**src/rtl/tmps_cell.sv**
```systemverilog
// one column cell: holds the best sum from the row below at its column
module tmps_cell #(
  parameter int SUM_W = 22
) (
  input  logic                    clk,
  input  logic                    load_en,
  input  logic                    upd_en,
  input  logic signed [SUM_W-1:0] load_val,
  input  logic signed [SUM_W-1:0] elem_val,
  input  logic signed [SUM_W-1:0] right_sum,
  output logic signed [SUM_W-1:0] sum_o
);
  logic signed [SUM_W-1:0] sum_r;
  logic signed [SUM_W-1:0] sum_nxt;

  // load value, or node sum = element + larger child
  always_comb begin
    sum_nxt = sum_r;
    if (load_en) begin
      sum_nxt = load_val;
    end else if (upd_en) begin
      sum_nxt = elem_val + ((sum_r > right_sum) ? sum_r : right_sum);
    end
  end

  always_ff @(posedge clk) begin
    sum_r <= sum_nxt;
  end

  assign sum_o = sum_r;
endmodule

```
**config.mk**
```make
export PLATFORM = sky130hd
export DESIGN_NAME = tmps_cell
export DESIGN_NICKNAME = d
export VERILOG_FILES = /design/src/rtl/tmps_cell.sv
export SDC_FILE = /design/constraint.sdc
export NUM_CORES = 1
export LEC_CHECK = 0
export BUFFER_PORTS_ARGS = -buffer_cell sky130_fd_sc_hd__buf_4
export CORE_ASPECT_RATIO = 1.1
export CORE_UTILIZATION = 50
export DETAILED_ROUTE_END_ITERATION = 7
export PLACE_DENSITY = 0.79
export SLEW_MARGIN = 20
export SYNTH_ARGS = -nofsm -noshare
export SYNTH_HDL_FRONTEND = slang
export SYNTH_SLANG_ARGS = --single-unit
```
**constraint.sdc**
```tcl
create_clock -name clk -period 5.25 [get_ports clk]
set_input_delay 0.525 -clock clk [delete_from_list [all_inputs] [get_ports clk]]
set_output_delay 0.525 -clock clk [all_outputs]
set_load 0.01 [all_outputs]
```
==> results of run 1 <==
## final timing paths
path | startpoint | to | cells past startpoint
setup reg to reg | sum_o[9] | sum_o[21] | 19
hold reg to reg | sum_o[0] | sum_o[0] | 3
hold / removal | load_val[12] | sum_o[12] | 3
setup / recovery | sum_o[9] | sum_o[21] | 19
## layer usage
| layer | vias up | part of all wire (%) | wire, um |
|---|---|---|---|
| li1 | 1443 | - | - |
| met1 | 1274 | 44 | 3230 |
| met2 | 93 | 51 | 3760 |
| met3 | 12 | 3.6 | 267 |
| met4 | 0 | 1.9 | 141 |
| met5 | - | 0 | 0 |
## worst reg2reg max path: stages (launching register included)
cell and delay (ps):
edfxtp_1 440, ha_1 340, nand4_1 190, nor4_4 390
o31ai_1 170, nand3_1 110, nor2_1 70, nor2_2 140
buf_4 230, mux2i_1 340, inv_2 60, ha_1 280
a21oi_1 90, nand4b_1 260, a21oi_2 260, nor3_2 60
a211oi_1 320, o31ai_1 150, a211o_1 280, o211a_1 120
## cells in the mapped netlist, types with 6 or more instances
cell | number | area, um^2
nor2_1 | 26 | 97.6
nand2_1 | 53 | 199
inv_1 | 33 | 124
o21ai_1 | 21 | 105
a21oi_1 | 21 | 105
a21boi_1 | 6 | 45.0
edfxtp_1 | 22 | 661
ha_1 | 44 | 551
nand3_1 | 7 | 35.0
o31ai_1 | 10 | 75.1
nand4_1 | 8 | 50.1
o21ai_0 | 19 | 95.1
## through the flow
stage | hold WS [ps] | power, mW | utilization (%)
after detailed placement | 808 | 2.19 | 65.7
final | 521 | 2.39 | 67.0
after global placement | 803 | 2.15 | 65.7
after global routing | 530 | 2.61 | 67.0
after floorplan | 704 | 1.73 | -
after CTS | 519 | 2.37 | 67.0
## cell families after synthesis
family,Yosys count
xor gates and xnor gates,8
DFF,22
AOI/OAI and AO/OA,106
and+or+nand+nor,122
adders and majority gates,45
buffers and inverters,44
muxes,3
## power by group
part | switching, mW | internal (mW) | leakage, nW | total (mW)
Clock | 0.0668 | 0.102 | 0.0357 | 0.169
Sequential | 0.0798 | 0.323 | 0.227 | 0.402
Combinational | 1.02 | 0.794 | 1.49 | 1.82
Total | 1.17 | 1.22 | 1.75 | 2.39
## layout make-up
cell class              instances  area (um^2)
well taps                      75         93.8
repair buffers                 92          691
fillers                       471         1770
inverters                      34          128
multi-input cells             284         1950
clock buffers                   3         41.3
clock inverters                 1         30.0
flip-flops and latches         22          661
==> impl_metrics.csv, run 1 <==
group,metric,value,unit
floorplan,die_h,80.3,um
routing,drtAntennaViolNets,0,
cells_and_area,final_common_cell,"buf_4",
grt,grt_use_met3,2.01,%
outcome,status,"finished clean",
synth,synthArstFlopShare,0,%
worst_setup_path,crit_family,"compound AO/OA/AOI/OAI gates",
grt,grt_usage,26.3,%
floorplan,coreArea,5360,um^2
grt,met2_usage,46.6,%
cells_and_area,drive_gt1_share,25.2,%
clock_network,cts_made_buffers,3,
synth,synthSimpleGateAreaFrac,21.1,%
clock_network,cts_setup_buffers,0,
synth,ys_ff_latch,22,
worst_setup_path,worst-setup-path-type,"reg2reg",
pwr,leakagePower,1.75,nW
cells_and_area,largest_register_ffs,22,
sta,setup_viol_count_final,0,
grt,grt.busiest_layer,"met2",
synth,syn_area_per_cell,7.96,um^2
sta,layout_worst_path_cycle_share,86.4,%
synth,synth_cells,350,
placed_design,dp.final_hpwl,5990,um
sta,fmax,0.220,GHz
job,drv_cap,0,
synth,yosysSeqAreaShare,23.7,%
synth,synth_cell_types,55,
synth,ys_warn_count,0,
cells_and_area,antenna_cells,0,
cells_and_area,mostFrequentLayoutCells,"92 x buf_4, 53 x nand2_1, 44 x ha_1",
synth,synth_mux_area_share,1.17,%
cells_and_area,syn2layout_area_growth,28.8,%
worst_setup_path,endpoint_kind,"flop",
clock_network,cts_tree,"yes",
clock_network,clock_path_buffers,2,
cells_and_area,fin_cells,511,
grt,use_met1,33.4,%
worst_setup_path,path_buf_inv,2,
grt,grt_pass1_wl,12000,um
synth,dominantRegCellSynth,"edfxtp_1",
floorplan,fp-row-count,28,
floorplan,fp.dieArea,5880,um^2
clock_network,hold_buffers,0,
worst_setup_path,critical-path-max-stage-delay,440,ps
worst_setup_path,cp_max_fo,18,
synth,synth_compound_area_share,24.6,%
worst_setup_path,rrSetupSlack,710,ps
placed_design,routabilityCongestion,0.879,
synth,synth_fa_ha_area_share,20.5,%
cells_and_area,layout.nets,551,
synth,syn_area,2790,um^2
synth,synth-xor-area-share,2.51,%
synth,synth_top_family_by_area,"compound AO/OA/AOI/OAI gates",
synth,synth_edf_count,22,
placed_design,place_area,3520,um^2
clock_network,clock-sinks,22,
cells_and_area,fin_area,3590,um^2
routing,firstDrtPassIters,4,
routing,routed_via_density,5.52,
worst_setup_path,crit_slowest_cell,"edfxtp_1",
floorplan,ios,91,
grt,first_global_vias,2676,
routing,vias,2822,
sta,setup_ws,714,ps
worst_setup_path,start_kind,"flop",
clock_network,cts_resized,0,
clock_network,cts.reportedPaths.clkPinSlew,100,ps
sta,tns,0,ps
pwr,vdd_drop_max,0.389,mV
routing,initialDrtViolationCount,158,
worst_setup_path,crit_required,5290,ps
placed_design,port_buffers,90,
placed_design,dp.cells,507,
floorplan,die_w,73.2,um
pwr,p_per_area,665,nW/um^2
grt,gr-total-overflow,0,
worst_hold_path,hold_path_class,"in2reg",
routing,route.final.wire_length,7400,um
placed_design,pre_cts_ws,538,ps
sta,slew_viol_final,0,
grt,grt_max_degree,46,
routing,routedWlPerCell,14.5,um
sta,rsz0062_at_grt,"no",
sta,final_hold_viol_count,0,
sta,finClkSkew,6.22,ps
clock_network,htree_levels,1,
sta,relSlewSlack,59.8,%
sta,period_needed,4540,ps
grt,antenna_found_initial,0,
clock_network,cts-root-buf,"clkbuf_8",
worst_setup_path,path_cells,"ha_1 -> nand4_1 -> nor4_4 -> o31ai_1 -> nand3_1 -> nor2_1 -> nor2_2 -> buf_4 -> mux2i_1 -> inv_2 -> ha_1 -> a21oi_1 -> nand4b_1 -> a21oi_2 -> nor3_2 -> a211oi_1 -> o31ai_1 -> a211o_1 -> o211a_1",
synth,synth_nets,464,
sta,worst_slew_pin_slew,603,ps
routing,route.detailed.drc,0,
worst_setup_path,critPathArrivalTime,4570,ps
clock_network,clkLatencyLatePin,270,ps
floorplan,initial_utilization,52.0,%
Note: power is estimated with default switching activity, not from simulation.
==> run 2: changes to the inputs <==
==> constraint.sdc (replaced) <==
create_clock -name clk -period 4.95 [get_ports clk]
set_input_delay 0.495 -clock clk [delete_from_list [all_inputs] [get_ports clk]]
set_output_delay 0.495 -clock clk [all_outputs]
set_load 0.01 [all_outputs]
==> run 2 against run 1 <==
Compared with the run above:
- critical path depth shrank 1
- flip-flop and latch count did not move
- fmax grew 1.7%
- sequential power up 6.5%
- largest power group unchanged
- clock-buffer cell count is the same
- register-to-register slack got worse by 220 ps
==> impl_metrics.csv, run 2 (synthesized netlist as in run 1, its figures left out) <==
group,metric,value,unit
clock_network,cts.reportedPaths.clkPinSlew,90,ps
grt,first_global_vias,2633,
routing,drtAntennaViolNets,0,
clock_network,hold_buffers,0,
sta,rsz0062_at_grt,"no",
worst_setup_path,cp.depth,18,
placed_design,dp.final_hpwl,5950,um
sta,final_hold_viol_count,0,
floorplan,die_w,73.2,um
sta,fmax,0.224,GHz
sta,worst_slew_pin_slew,604,ps
floorplan,initial_utilization,52.0,%
grt,grt_max_degree,46,
sta,tns,0,ps
job,drv_cap,0,
sta,period_needed,4460,ps
routing,vias,2840,
clock_network,clock_path_buffers,2,
routing,initialDrtViolationCount,121,
worst_setup_path,reg2reg_from,"sum_o[9]",
worst_setup_path,path_cells,"ha_1 -> nand4_1 -> nor4_4 -> o31ai_1 -> a21oi_1 -> a21o_1 -> nor2_2 -> buf_4 -> o21ai_0 -> ha_1 -> and3_1 -> a211oi_2 -> a21boi_1 -> o21ai_1 -> a21boi_1 -> o21ai_1 -> a21boi_0 -> o31ai_1",
clock_network,cts_made_buffers,3,
clock_network,htree_levels,1,
worst_setup_path,endpoint_kind,"flop",
routing,routed_via_density,5.56,
floorplan,fp.dieArea,5880,um^2
floorplan,fp-row-count,28,
worst_setup_path,crit_end,"sum_o[9]",
cells_and_area,antenna_cells,0,
grt,grt_usage,25.4,%
placed_design,port_buffers,90,
sta,layout_worst_path_cycle_share,90.1,%
worst_setup_path,path_buf_inv,1,
worst_setup_path,critical-path-max-stage-delay,450,ps
grt,use_met1,31.9,%
sta,setup_viol_count_final,0,
floorplan,coreArea,5360,um^2
floorplan,ios,91,
worst_setup_path,crit_family,"compound AO/OA/AOI/OAI gates",
worst_setup_path,r2r-end,"sum_o[9]",
worst_setup_path,cp_max_fo,20,
clock_network,cts-root-buf,"clkbuf_8",
clock_network,cts_resized,0,
cells_and_area,syn2layout_area_growth,27.9,%
placed_design,place_area,3520,um^2
sta,slew_viol_final,0,
worst_setup_path,crit_slowest_cell,"edfxtp_1",
routing,route.detailed.drc,0,
cells_and_area,drive_gt1_share,25.0,%
clock_network,cts_tree,"yes",
routing,route.final.wire_length,7390,um
grt,met2_usage,43.8,%
grt,gr-total-overflow,0,
cells_and_area,final_common_cell,"buf_4",
worst_setup_path,reg2reg_depth,18,
clock_network,clock-sinks,22,
cells_and_area,fin_area,3560,um^2
cells_and_area,mostFrequentLayoutCells,"92 x buf_4, 53 x nand2_1, 44 x ha_1",
grt,grt.busiest_layer,"met2",
pwr,p_per_area,694,nW/um^2
cells_and_area,fin_util,66.5,%
worst_setup_path,critPathArrivalTime,4540,ps
worst_setup_path,crit_required,5030,ps
outcome,status,"finished clean",
cells_and_area,largest_register_ffs,22,
sta,finClkSkew,2.78,ps
pwr,vdd_drop_max,0.425,mV
pwr,leakagePower,1.74,nW
worst_hold_path,hold_path_class,"in2reg",
grt,grt_pass1_wl,11700,um
grt,antenna_found_initial,0,
worst_setup_path,rrSetupSlack,490,ps
worst_setup_path,worst-setup-path-type,"reg2reg",
clock_network,clkLatencyLatePin,270,ps
worst_setup_path,startpoint,"sum_o[9]",
placed_design,routabilityCongestion,0.943,
clock_network,cts_setup_buffers,0,
sta,relSlewSlack,59.8,%
grt,grt_use_met3,2.51,%
routing,routedWlPerCell,14.5,um
routing,firstDrtPassIters,4,
cells_and_area,layout.nets,551,
worst_setup_path,start_kind,"flop",
floorplan,die_h,80.3,um
## run 2: cell count changes in the layout (fill, tap and decap cells not counted)
cell / delta
bufinv_16: -1
clkinv_1: +1
## run 2: per-stage QoR
stage                     hold slack (ps)  total power, mW  worst slack, ps  cells
after floorplan                       674             1.84              810    350
after global placement                771             2.28              488    507
after detailed placement              778             2.32              381    507
after CTS                             497             2.46              526    511
after global routing                  508             2.72              157    511
final                                 497             2.47              491    511
## run 2: worst min path at each step
stage	start	end	slack, ps	depth (start not counted)
floorplan	load_val[4]	sum_o[4]	670	2
global route	load_val[7]	sum_o[7]	510	3
global placement	load_val[7]	sum_o[7]	770	3
detailed placement	load_val[7]	sum_o[7]	780	3
CTS	load_val[7]	sum_o[7]	500	3
finish	load_val[7]	sum_o[7]	500	3
## run 2: worst register-to-register path, cell delays in order (launching register included)
cell,delay (ps)
edfxtp_1,450
ha_1,350
nand4_1,190
nor4_4,390
o31ai_1,150
a21oi_1,180
a21o_1,150
nor2_2,80
buf_4,210
o21ai_0,260
ha_1,330
and3_1,210
a211oi_2,290
a21boi_1,140
o21ai_1,220
a21boi_1,130
o21ai_1,160
a21boi_0,110
o31ai_1,280
## run 2: power by group
group	internal (mW)	switching (mW)	leakage, nW
sequential	0.342	0.0858	0.227
combinational	0.840	1.08	1.49
clock	0.0556	0.0667	0.0231
## run 2: layout make-up
class | count | area (um^2)
clock buffer | 3 | 41.3
clock inverter | 1 | 3.75
fill | 485 | 1800
inverter | 34 | 128
multi-input combinational | 284 | 1950
sequential | 22 | 661
tap | 75 | 93.8
timing repair buffer | 92 | 691
## run 2: per-layer routing
layer	routed length, um	vias to the layer above	part of all wire (%)
li1	-	1442	-
met1	3220	1302	43
met2	3690	77	50
met3	273	19	3.7
met4	214	0	2.9
met5	0	-	0
